**src/scalc_pkg.sv**
```systemverilog
// Shared constants, opcodes and controller/datapath interface types for the stack calculator.
package scalc_pkg;

    localparam int STACK_DEPTH = 16;
    localparam int ADDR_W      = $clog2(STACK_DEPTH);
    localparam int SP_W        = $clog2(STACK_DEPTH + 1);
    localparam int DEPTH_W     = 5;
    localparam int DATA_W      = 32;
    localparam int OP_W        = 4;
    localparam int ST_W        = 2;
    localparam int CNT_W       = $clog2(DATA_W);

    typedef logic [DATA_W-1:0] t_word;
    typedef logic [OP_W-1:0]   t_op;
    typedef logic [ST_W-1:0]   t_status;
    typedef logic [SP_W-1:0]   t_sp;
    typedef logic [ADDR_W-1:0] t_addr;

    localparam t_op OP_PUSH   = 4'd0;
    localparam t_op OP_POP    = 4'd1;
    localparam t_op OP_ADD    = 4'd2;
    localparam t_op OP_SUB    = 4'd3;
    localparam t_op OP_MUL    = 4'd4;
    localparam t_op OP_DIV    = 4'd5;
    localparam t_op OP_GT     = 4'd6;
    localparam t_op OP_GE     = 4'd7;
    localparam t_op OP_LT     = 4'd8;
    localparam t_op OP_LE     = 4'd9;
    localparam t_op OP_EQ     = 4'd10;
    localparam t_op OP_DUP    = 4'd11;
    localparam t_op OP_DIVMOD = 4'd12;
    localparam t_op OP_SWAP   = 4'd13;

    localparam t_status ST_OK    = 2'd0;
    localparam t_status ST_UNDER = 2'd1;
    localparam t_status ST_OVER  = 2'd2;
    localparam t_status ST_DIVZ  = 2'd3;

    // controller -> datapath
    typedef struct packed {
        logic load;   // latch a new item
        logic ex;     // evaluate the item on the fetched operands
        logic wb1;    // first stack write, pointer update
        logic wb2;    // second stack write
    } t_cmd;

    // datapath -> controller
    typedef struct packed {
        logic go_div;    // item needs the divider (valid during evaluate)
        logic two_wr;    // item writes two entries
        logic div_done;  // divider result ready
    } t_stat;

endpackage

```
**src/scalc_div.sv**
```systemverilog
// Iterative restoring signed divider, one quotient bit per cycle.
module scalc_div import scalc_pkg::*; (
    input  logic  i_clk,
    input  logic  i_rst_n,
    input  logic  i_start,
    input  t_word i_num,
    input  t_word i_den,
    output logic  o_done,
    output t_word o_quo,
    output t_word o_rem
);

    logic             r_busy;
    logic             r_done;
    logic [CNT_W-1:0] r_cnt;
    t_word            r_quo;
    t_word            r_rem;
    t_word            r_den;
    logic             r_qneg;
    logic             r_rneg;

    logic [DATA_W:0]   n_rem_sh;
    logic [DATA_W+1:0] n_diff;

    assign n_rem_sh = {r_rem, r_quo[DATA_W-1]};
    assign n_diff   = {1'b0, n_rem_sh} - {2'b00, r_den};

    always_ff @(posedge i_clk) begin
        if (!i_rst_n) begin
            r_busy <= 1'b0;
            r_done <= 1'b0;
            r_cnt  <= '0;
        end else begin
            r_done <= 1'b0;
            if (i_start) begin
                r_busy <= 1'b1;
                r_cnt  <= '0;
            end else if (r_busy) begin
                r_cnt <= r_cnt + CNT_W'(1);
                if (r_cnt == CNT_W'(DATA_W - 1)) begin
                    r_busy <= 1'b0;
                    r_done <= 1'b1;
                end
            end
        end
    end

    always_ff @(posedge i_clk) begin
        if (i_start) begin
            r_quo  <= i_num[DATA_W-1] ? (t_word'(0) - i_num) : i_num;
            r_den  <= i_den[DATA_W-1] ? (t_word'(0) - i_den) : i_den;
            r_rem  <= '0;
            r_qneg <= i_num[DATA_W-1] ^ i_den[DATA_W-1];
            r_rneg <= i_num[DATA_W-1];
        end else if (r_busy) begin
            if (!n_diff[DATA_W+1]) begin
                r_rem <= n_diff[DATA_W-1:0];
                r_quo <= {r_quo[DATA_W-2:0], 1'b1};
            end else begin
                r_rem <= n_rem_sh[DATA_W-1:0];
                r_quo <= {r_quo[DATA_W-2:0], 1'b0};
            end
        end
    end

    assign o_done = r_done;
    assign o_quo  = r_qneg ? (t_word'(0) - r_quo) : r_quo;
    assign o_rem  = r_rneg ? (t_word'(0) - r_rem) : r_rem;

endmodule

```
**src/scalc_dp.sv**
```systemverilog
// Datapath: stack memory, pointer, operand registers, ALU and result registers.
module scalc_dp import scalc_pkg::*; (
    input  logic    i_clk,
    input  logic    i_rst_n,
    input  t_cmd    i_cmd,
    output t_stat   o_stat,
    input  t_op     i_op,
    input  t_word   i_push_value,
    output t_word   o_emitted_value,
    output logic    o_emitted_valid,
    output t_status o_status,
    output logic [DEPTH_W-1:0] o_depth
);

    t_word r_mem [STACK_DEPTH];

    t_op     r_op;
    t_word   r_pv;
    t_sp     r_sp;
    t_sp     r_sp_nx;
    t_word   r_n1;
    t_word   r_n2;
    t_word   r_emit;
    logic    r_valid;
    t_status r_status;
    logic    r_w1_en;
    t_addr   r_w1_addr;
    t_word   r_w1_data;
    logic    r_w2_en;
    t_addr   r_w2_addr;
    t_word   r_w2_data;

    t_addr   a_top;
    t_addr   a_m1;
    t_addr   a_m2;
    t_sp     sp_m1;
    t_sp     sp_m2;
    logic    full;
    logic [1:0] need;

    t_status n_status;
    t_word   n_emit;
    logic    n_valid;
    t_sp     n_sp;
    logic    n_w1_en;
    t_addr   n_w1_addr;
    t_word   n_w1_data;
    logic    n_w2_en;
    t_addr   n_w2_addr;
    t_word   n_w2_data;
    logic    n_go_div;
    t_word   alu;

    logic    div_done;
    t_word   div_quo;
    t_word   div_rem;

    logic    wr_en;
    t_addr   wr_addr;
    t_word   wr_data;

    assign sp_m1 = r_sp - SP_W'(1);
    assign sp_m2 = r_sp - SP_W'(2);
    assign a_top = r_sp[ADDR_W-1:0];
    assign a_m1  = sp_m1[ADDR_W-1:0];
    assign a_m2  = sp_m2[ADDR_W-1:0];
    assign full  = (r_sp == SP_W'(STACK_DEPTH));

    // binary ALU, n2 op n1
    always_comb begin
        case (r_op)
            OP_ADD:  alu = r_n2 + r_n1;
            OP_SUB:  alu = r_n2 - r_n1;
            OP_MUL:  alu = r_n2 * r_n1;
            OP_GT:   alu = t_word'($signed(r_n2) >  $signed(r_n1));
            OP_GE:   alu = t_word'($signed(r_n2) >= $signed(r_n1));
            OP_LT:   alu = t_word'($signed(r_n2) <  $signed(r_n1));
            OP_LE:   alu = t_word'($signed(r_n2) <= $signed(r_n1));
            OP_EQ:   alu = t_word'(r_n2 == r_n1);
            default: alu = '0;
        endcase
    end

    always_comb begin
        case (r_op)
            OP_PUSH:        need = 2'd0;
            OP_POP, OP_DUP: need = 2'd1;
            default:        need = 2'd2;
        endcase
    end

    // item evaluation on fetched operands
    always_comb begin
        n_status  = ST_OK;
        n_emit    = '0;
        n_valid   = 1'b0;
        n_sp      = r_sp;
        n_w1_en   = 1'b0;
        n_w1_addr = a_m2;
        n_w1_data = alu;
        n_w2_en   = 1'b0;
        n_w2_addr = a_m1;
        n_w2_data = r_n2;
        n_go_div  = 1'b0;
        if (r_op > OP_SWAP) begin
            // unused opcode: no effect
        end else if (r_sp < SP_W'(need)) begin
            n_status = ST_UNDER;
        end else begin
            case (r_op)
                OP_PUSH: begin
                    if (full) begin
                        n_status = ST_OVER;
                    end else begin
                        n_w1_en   = 1'b1;
                        n_w1_addr = a_top;
                        n_w1_data = r_pv;
                        n_sp      = r_sp + SP_W'(1);
                    end
                end
                OP_POP: begin
                    n_emit  = r_n1;
                    n_valid = 1'b1;
                    n_sp    = sp_m1;
                end
                OP_DUP: begin
                    if (full) begin
                        n_status = ST_OVER;
                    end else begin
                        n_w1_en   = 1'b1;
                        n_w1_addr = a_top;
                        n_w1_data = r_n1;
                        n_sp      = r_sp + SP_W'(1);
                    end
                end
                OP_SWAP: begin
                    n_w1_en   = 1'b1;
                    n_w1_data = r_n1;
                    n_w2_en   = 1'b1;
                end
                OP_DIV, OP_DIVMOD: begin
                    if (r_n1 == '0) begin
                        n_status = ST_DIVZ;
                    end else begin
                        n_go_div = 1'b1;
                        n_w1_en  = 1'b1;
                        n_w2_en  = (r_op == OP_DIVMOD);
                        n_sp     = (r_op == OP_DIV) ? sp_m1 : r_sp;
                    end
                end
                default: begin
                    n_w1_en = 1'b1;
                    n_sp    = sp_m1;
                end
            endcase
        end
    end

    scalc_div u_div (
        .i_clk   (i_clk),
        .i_rst_n (i_rst_n),
        .i_start (i_cmd.ex & n_go_div),
        .i_num   (r_n2),
        .i_den   (r_n1),
        .o_done  (div_done),
        .o_quo   (div_quo),
        .o_rem   (div_rem)
    );

    always_ff @(posedge i_clk) begin
        if (!i_rst_n) begin
            r_sp    <= '0;
            r_w1_en <= 1'b0;
            r_w2_en <= 1'b0;
        end else begin
            if (i_cmd.ex) begin
                r_w1_en <= n_w1_en;
                r_w2_en <= n_w2_en;
            end
            if (i_cmd.wb1) begin
                r_sp <= r_sp_nx;
            end
        end
    end

    always_ff @(posedge i_clk) begin
        if (i_cmd.load) begin
            r_op <= i_op;
            r_pv <= i_push_value;
        end
        if (i_cmd.ex) begin
            r_status  <= n_status;
            r_emit    <= n_emit;
            r_valid   <= n_valid;
            r_sp_nx   <= n_sp;
            r_w1_addr <= n_w1_addr;
            r_w1_data <= n_w1_data;
            r_w2_addr <= n_w2_addr;
            r_w2_data <= n_w2_data;
        end else if (div_done) begin
            // div keeps the quotient; divmod stores remainder below quotient
            r_w1_data <= (r_op == OP_DIVMOD) ? div_rem : div_quo;
            r_w2_data <= div_quo;
        end
    end

    // stack memory: one write port, two registered read ports
    assign wr_en   = (i_cmd.wb1 & r_w1_en) | (i_cmd.wb2 & r_w2_en);
    assign wr_addr = i_cmd.wb2 ? r_w2_addr : r_w1_addr;
    assign wr_data = i_cmd.wb2 ? r_w2_data : r_w1_data;

    always_ff @(posedge i_clk) begin
        if (wr_en) begin
            r_mem[wr_addr] <= wr_data;
        end
        r_n1 <= r_mem[a_m1];
        r_n2 <= r_mem[a_m2];
    end

    assign o_stat.go_div   = n_go_div;
    assign o_stat.two_wr   = r_w2_en;
    assign o_stat.div_done = div_done;

    assign o_emitted_value = r_emit;
    assign o_emitted_valid = r_valid;
    assign o_status        = r_status;
    assign o_depth         = DEPTH_W'(r_sp);

endmodule

```
**src/scalc_ctrl.sv**
```systemverilog
// Controller state machine: sequences fetch, evaluate, divide, write back and respond.
module scalc_ctrl import scalc_pkg::*; (
    input  logic  i_clk,
    input  logic  i_rst_n,
    input  logic  start,
    output logic  busy,
    output logic  o_done,
    output t_cmd  o_cmd,
    input  t_stat i_stat
);

    localparam logic [2:0] S_IDLE = 3'd0;
    localparam logic [2:0] S_RD   = 3'd1;
    localparam logic [2:0] S_EX   = 3'd2;
    localparam logic [2:0] S_DV   = 3'd3;
    localparam logic [2:0] S_WB1  = 3'd4;
    localparam logic [2:0] S_WB2  = 3'd5;
    localparam logic [2:0] S_RSP  = 3'd6;

    logic [2:0] r_state;
    logic [2:0] n_state;

    always_comb begin
        n_state = r_state;
        case (r_state)
            S_IDLE: if (start) n_state = S_RD;
            S_RD:   n_state = S_EX;
            S_EX:   n_state = i_stat.go_div ? S_DV : S_WB1;
            S_DV:   if (i_stat.div_done) n_state = S_WB1;
            S_WB1:  n_state = i_stat.two_wr ? S_WB2 : S_RSP;
            S_WB2:  n_state = S_RSP;
            S_RSP:  n_state = S_IDLE;
            default: n_state = S_IDLE;
        endcase
    end

    always_ff @(posedge i_clk) begin
        if (!i_rst_n) begin
            r_state <= S_IDLE;
        end else begin
            r_state <= n_state;
        end
    end

    assign busy       = (r_state != S_IDLE);
    assign o_done     = (r_state == S_RSP);
    assign o_cmd.load = (r_state == S_IDLE) & start;
    assign o_cmd.ex   = (r_state == S_EX);
    assign o_cmd.wb1  = (r_state == S_WB1);
    assign o_cmd.wb2  = (r_state == S_WB2);

endmodule

```
**src/stack_calculator_alu.sv**
```systemverilog
// Top level of the stack calculator: controller plus datapath.
// One item at a time. Non-divide items step through fetch, evaluate, write and result
// before the o_done strobe, swap adds a second write; div and divmod add the divider
// steps and its done, divmod also a second write. The divider sets the worst case.
// busy drops the cycle after the o_done strobe; only then is a new item taken.
// Synchronous active-low reset empties the stack; stored entries are not cleared.
module stack_calculator_alu import scalc_pkg::*; (
    input  logic    i_clk,
    input  logic    i_rst_n,
    input  logic    start,
    output logic    busy,
    input  t_op     i_op,
    input  t_word   i_push_value,
    output logic    o_done,
    output t_word   o_emitted_value,
    output logic    o_emitted_valid,
    output t_status o_status,
    output logic [DEPTH_W-1:0] o_depth
);

    t_cmd  cmd;
    t_stat stat;

    // sequencing: IDLE -> RD -> EX -> [DV] -> WB1 -> [WB2] -> RSP
    scalc_ctrl u_ctrl (
        .i_clk   (i_clk),
        .i_rst_n (i_rst_n),
        .start   (start),
        .busy    (busy),
        .o_done  (o_done),
        .o_cmd   (cmd),
        .i_stat  (stat)
    );

    // stack memory, operands, ALU, divider and held result fields
    scalc_dp u_dp (
        .i_clk           (i_clk),
        .i_rst_n         (i_rst_n),
        .i_cmd           (cmd),
        .o_stat          (stat),
        .i_op            (i_op),
        .i_push_value    (i_push_value),
        .o_emitted_value (o_emitted_value),
        .o_emitted_valid (o_emitted_valid),
        .o_status        (o_status),
        .o_depth         (o_depth)
    );

endmodule

```
**config.mk**
```make
export PLATFORM = sky130hd
export DESIGN_NAME = stack_calculator_alu
export DESIGN_NICKNAME = d
export VERILOG_FILES = /design/src/scalc_pkg.sv /design/src/scalc_div.sv /design/src/scalc_dp.sv /design/src/scalc_ctrl.sv /design/src/stack_calculator_alu.sv
export SDC_FILE = /design/constraint.sdc
export NUM_CORES = 2
export LEC_CHECK = 0
export ABC_AREA = 1
export BUFFER_PORTS_ARGS = -buffer_cell sky130_fd_sc_hd__buf_2
export CAP_MARGIN = 0
export CORE_AREA = 2 2 330 332
export DETAILED_ROUTE_END_ITERATION = 8
export DIE_AREA = 0 0 332 334
export PLACE_DENSITY = 0.75
export SLEW_MARGIN = 20
export SYNTH_ARGS = -nofsm -noshare
export SYNTH_HDL_FRONTEND = slang
export SYNTH_SLANG_ARGS = --single-unit
export TNS_END_PERCENT = 100
```
**constraint.sdc**
```tcl
create_clock -name i_clk -period 7.4 [get_ports i_clk]
set_input_delay 0 -clock i_clk [delete_from_list [all_inputs] [get_ports i_clk]]
set_output_delay 0 -clock i_clk [all_outputs]
set_load 0.01 [all_outputs]
```
* Word-level counts from Yosys, hierarchy flattened
Memory sizes are Yosys's and may differ from the RTL's. A register that Yosys moved wholly into a read port is not among the register bits. Index checks and enable logic that the tools add are counted.
Cells by class: $mul 1, $lt $le $gt $ge 6, eq/ne operators 24, divide/modulo/power cells 0, bitwise gates (word level) 9, reductions and logical operators 14, shifts and indexed selects 0, add/sub/neg operators 11, mux-type cells 60
Operators by type and width (number):
- two-way mux 32 bit | 16
- case mux 32 bit (8 select lines) | 1
- subtractor 1 x 32 -> 32 bit, first input constant | 4
- case mux 32 bit (3 select lines) | 1
- subtractor 33 x 32 -> 34 bit | 1
- adder 32 bit | 1
- equality test 32 bit | 1
- greater-or-equal comparator 32 bit | 1
- greater-than comparator 32 bit | 1
- <= comparator 32 bit | 1
- logical NOT 32 bit | 1
- < comparator 32 bit | 1
- multiplier 32 x 32 -> 32 bit | 1
- subtractor 32 bit | 1
- two-way mux 31 bit | 1
- two-way mux 5 bit | 5
- equality test 4 bit, second input constant | 6
- two-way mux 4 bit | 5
- two-way mux 1 bit | 19
- case mux 3 bit (6 select lines) | 1
- equality test 4 x 3 -> 1 bit, second input constant | 4
- case mux 5 bit (3 select lines) | 1
- adder 5 x 1 -> 5 bit, second input constant | 2
- equality test 5 bit, second input constant | 2
- other kinds (27) | 47
Storage, ports and cells: word-level logic and storage cells 150, bits of input ports 39, bits in latches 0, memories kept 1, bits in read-only memories 0, RAM bits 512, bits in registers 263, output and inout bits 42
Memories:
- u_dp.r_mem | words 16, width 32, read ports 2, clocked after memory_dff 2, wr ports 1, line scalc_dp.sv:15 | t_word r_mem [STACK_DEPTH];

* Longest topological paths before layout
depth after elaboration 8, depth in mapped cells 34, gate-level depth less buffers 32

* By module
A second synthesis with hierarchy kept.
Unflattened totals: cell total of the unflattened synthesis 8060, area, all modules 64943.5 um2
Modules (own cells, without submodules):
- scalc_dp | area an instance 54778.8 um2, times used 1, sequential area each 21240.4 um2, cells an instance 6463
- scalc_div | area an instance 9932.0 um2, times used 1, sequential area each 2762.6 um2, cells an instance 1562
- scalc_ctrl | area an instance 232.7 um2, times used 1, sequential area each 60.1 um2, cells an instance 35

* Least setup slack after synthesis
OpenSTA, ideal clock, no wires.
path kind flip-flop to flip-flop, start register u_dp.r_n1[2], read port of u_dp.r_mem, end register u_dp.r_w1_data[31], data pin, data required time 7151 ps, setup slack 606 ps, clock period less this slack 6794 ps, path buffers 2, data arrival time 6545 ps, stages on the path, launching flop included 29, setup time 249 ps, path through dfxtp_1 clkbuf_1 clkbuf_1 nand2_1 inv_1 fa_1 inv_1 fa_1 fa_1 fa_1 inv_1 fa_1 inv_1 fa_1 inv_1 fa_1 fa_1 ha_1 a21oi_1 o21ai_0 a21oi_1 nand3_1 a21o_1 a21oi_1 nand3_1 nand3_1 nand3_1 nand2_1 inv_1
Between the ends: word-level cells in the longest chain between the ends 7
RTL lines:
- from (decl) | line scalc_dp.sv:21 | t_word r_n1;
- multiplier 32 x 32 -> 32 bit (tied with other cells) | line scalc_dp.sv:74 | OP_MUL: alu = r_n2 * r_n1;
- case mux 32 bit (8 select lines) * | line scalc_dp.sv:71 | case (r_op)
- two-way mux 32 bit, on equally long branches | line scalc_dp.sv:127, scalc_dp.sv:112
- case mux 32 bit (3 select lines) | line scalc_dp.sv:110 | case (r_op)
- two-way mux 32 bit | line scalc_dp.sv:107 | end else if (r_sp < SP_W'(need)) begin
- two-way mux 32 bit * | line scalc_dp.sv:105 | if (r_op > OP_SWAP) begin
- two-way mux 32 bit * | line scalc_dp.sv:191 | if (i_cmd.ex) begin
- to (signal assigned) | line scalc_dp.sv:197 | r_w1_data <= n_w1_data;
- to (signal assigned) | line scalc_dp.sv:202 | r_w1_data <= (r_op == OP_DIVMOD) ? div_rem : div_quo;
- to (decl) | line scalc_dp.sv:28 | t_word r_w1_data;
Every way passes the cells marked *; elsewhere a longest branch is shown, timed or not. A chain may end at the register's enable or synchronous reset.

* Final worst setup path
start register u_dp.r_n1[12], read port of u_dp.r_mem, end register u_dp.r_w1_data[16], data pin
The elaborated chain is that of the path after synthesis.

==> impl_metrics.tcl <==
set metrics [dict create \
    drive_above_1_share_pct 7.14 \
    clock.fmax_ghz 0.140 \
    timing.setup.tns_ns 0 \
    relSlewSlack_pct 23.6 \
    grt_max_degree 128 \
    multi_input_area_mm2 0.0330 \
    synth-compound-area-share_pct 15.6 \
    vias 56600 \
    port_buffers 80 \
    required_ns 7.83 \
    htreeDepth 3 \
    die_h_um 334 \
    n_fill_cell 8859 \
    syn_nets 8424 \
    status "finished with violations" \
    grt_overflow 0 \
    hpwl_um 163000 \
    seqCellArea_mm2 0.0241 \
    slowest_stage "fa_1" \
    grt_pass1_vias 53900 \
    grt_pass1_wl_um 336000 \
    ys_seq_elements 839 \
    synthSimpleGateAreaFrac_pct 16.5 \
    ant_nets 0 \
    arrival_ns 7.58 \
    ys_seq_area_share_pct 37.7 \
    io_pins 81 \
    clock_skew_ns 0.0475 \
    slew_viol_final 0 \
    critical_path.max_fanout 19 \
    synth_cell_types 75 \
    rows 121 \
    cpMostUsedCell "fa_1" \
    synthMuxAreaShare_pct 0.0314 \
    synth-warning-count 0 \
    clk_latency_ns 0.71 \
    synthAdderAreaFrac_pct 17.4 \
    place_congestion 1.07 \
    dieArea_mm2 0.111 \
    cts_buffers 92 \
    violations "design-rule violations" \
    max_stage_delay_ns 0.54 \
    antenna_found_initial 21 \
    cts_root_buf "clkbuf_16" \
    rsz0062_at_grt "no" \
    cts_max_path_buffers 3 \
    areaGrowthSynthToFinish_pct 9.08 \
    synth_edf_count 726 \
    synth_ff_type "edfxtp_1" \
    fin_crit_sh_pct 96.7 \
    crit_path_start_kind "register" \
    synth_area_mm2 0.0639 \
    viasPerCell 6.16 \
    nNetsFinal 8376 \
    cts_tree "yes" \
    clk_pin_slew_ns 0.07 \
    dr.first_iter.drc_count 7959 \
    drc 4 \
    cts_setup_buffers 0 \
    finalHoldViolCount 0 \
    crit_chain "buf_4 -> nand2_1 -> fa_1 -> inv_1 -> fa_1 -> fa_1 -> inv_1 -> fa_1 -> inv_1 -> ha_1 -> ha_1 -> fa_1 -> fa_1 -> ha_1 -> a21oi_1 -> o21ai_0 -> a21oi_1 -> o21ai_0 -> o21ai_0 -> o211ai_1 -> o21a_1" \
    criticalPathCategory "reg2reg" \
    synth_cells 7743 \
    maxCapViolations 0 \
    hold_class "in2reg" \
    synth_top_family_by_area "adder cells" \
    async_flop_share_pct 0 \
    grt_use_total_pct 40.7 \
    finalSetupViolations 0 \
    fin_crit_ns 7.16 \
    drtPass1Iterations 9 \
    wl_per_cell_um 24.9 \
    synthXorXnorAreaFrac_pct 1.82 \
    core_area_mm2 0.108 \
    avgSynthCellArea_um2 8.25 \
    worstMarginPinSlew_ns 1.15 \
    start_util_pct 59.2 \
    top_register "u_dp.r_mem" \
    die_x_um 332 \
    totalWireLength_um 229000 \
    endpoint_kind "register" \
    largest_register_ffs 512 \
    clock-sinks 839 \
]
[kinds of logic (layout without fill, tap and decap cells)]
family	Yosys count	after routing
AO/OA/AOI/OAI	1762	1762
XOR/XNOR	133	133
adder cells (fa/ha/maj)	642	642
buffers and inverters	1817	1849
flip-flops	839	839
multiplexers	2	2
other	0	4
AND/OR/NAND/NOR	2548	2548
[worst max-delay path: cells and delay by family (launching register included)]
family | cells | cell delay, ns
AOI/OAI and AO/OA | 7 | 2.05
adders and majority gates | 9 | 3.70
buffers and inverters | 4 | 0.51
DFF | 1 | 0.45
and+or+nand+nor | 1 | 0.16
[area by class of cell]
| cell class | count | share of cell area [%] |
|---|---|---|
| Tap cell | 1414 | 2.54 |
| Inverter | 1376 | 7.44 |
| Timing Repair Buffer | 299 | 3.46 |
| Clock buffer | 125 | 3.72 |
| Clock inverter | 49 | 0.859 |
| Multi-Input combinational cell | 5087 | 47.4 |
| Sequential cell | 839 | 34.6 |
| Antenna cell | 4 | 0.0144 |
[final timing paths]
check	end	startpoint	slack, ns	depth (start not counted)
worst max-delay path	u_dp.r_w1_data[16]	u_dp.r_n1[12]	0.24	21
worst min-delay path	u_dp.r_pv[8]	i_push_value[8]	0.02	2
worst max register to register	u_dp.r_w1_data[16]	u_dp.r_n1[12]	0.24	21
worst min register to register	u_dp.u_div.r_cnt[4]	u_dp.u_div.r_cnt[4]	0.48	2
[synthesized netlist by cell type (33+ instances only)]
cell type  count  share of area [%]
fa_1         411                 13
a21oi_1      477                3.7
nand4_1       51               0.50
o22ai_1       52               0.51
clkbuf_1     289                1.7
buf_1         56               0.33
inv_1       1338                7.9
inv_2         33               0.19
o21ai_1       96               0.75
o211ai_1     130                1.5
nand2_1     1462                8.6
o221ai_1      83                1.1
dfxtp_1      113                3.5
buf_2         86               0.67
nand3_1      323                2.5
ha_1         231                4.5
o21ai_0      767                6.0
xor2_1       110                1.5
nor2_1       579                3.4
nor3_1        40               0.31
edfxtp_1     726                 34
[per-stage QoR]
| stage | setup WS, ns | cell area [um^2] | std cells | hold slack (ns) | utilization [%] |
|---|---|---|---|---|---|
| detailed placement | 0.192 | 66000 | 8976 | 0.178 | 61.3 |
| global placement | 0.247 | 66000 | 8976 | 0.179 | 61.3 |
| global route | 0.0182 | 69600 | 9190 | 0.0210 | 64.6 |
| finish | 0.243 | 69700 | 9193 | 0.0222 | 64.6 |
| CTS | 0.188 | 69600 | 9188 | 0.00268 | 64.6 |
| floorplan | 0.606 | 63900 | 7743 | 0.0976 | - |
[cells in the final DEF (no fill, tap or decap), types with 11 or more instances in the layout]
cell and n:
edfxtp_1 726, a22oi_1 24, fa_1 411, ha_1 229, xor2_1 109, clkbuf_1 19, clkinv_2 19, nand2_1 1460
a21oi_1 477, o21bai_1 26, o221ai_1 83, a31oi_1 17, clkbuf_8 12, inv_2 35, dlygate4sd3_1 38, clkbuf_16 94
buf_2 80, nand3b_1 13, o211ai_1 130, nor4_1 12, nor2_4 23, clkinv_1 11, inv_1 1332, nand4_1 51
or2_2 11, dfxtp_1 103, o21ai_0 767, xnor2_1 21, o21ai_1 96, nor3_1 40, a21o_1 14, o22ai_1 52
nand3_1 323, nor2_1 559, buf_4 158, buf_12 21
[layer usage]
layer	routed length, um	track usage [%]	vias to the layer above
met5	164	0	-
met4	18100	26.6	26
met3	27800	8.66	862
met2	99900	62.7	3770
met1	83000	52.4	26700
li1	-	-	25200
[timing repair]
action / in CTS / in global routing
endpoints found under the setup margin: 0 / 4
endpoints found under the hold margin: 53 / 0
hold buffers: 38 / 0
resized for setup: 0 / 7
Power is left out: the tool's default activity adds up to more than one toggle a clock period on the data nets, which glitch-free logic cannot reach.
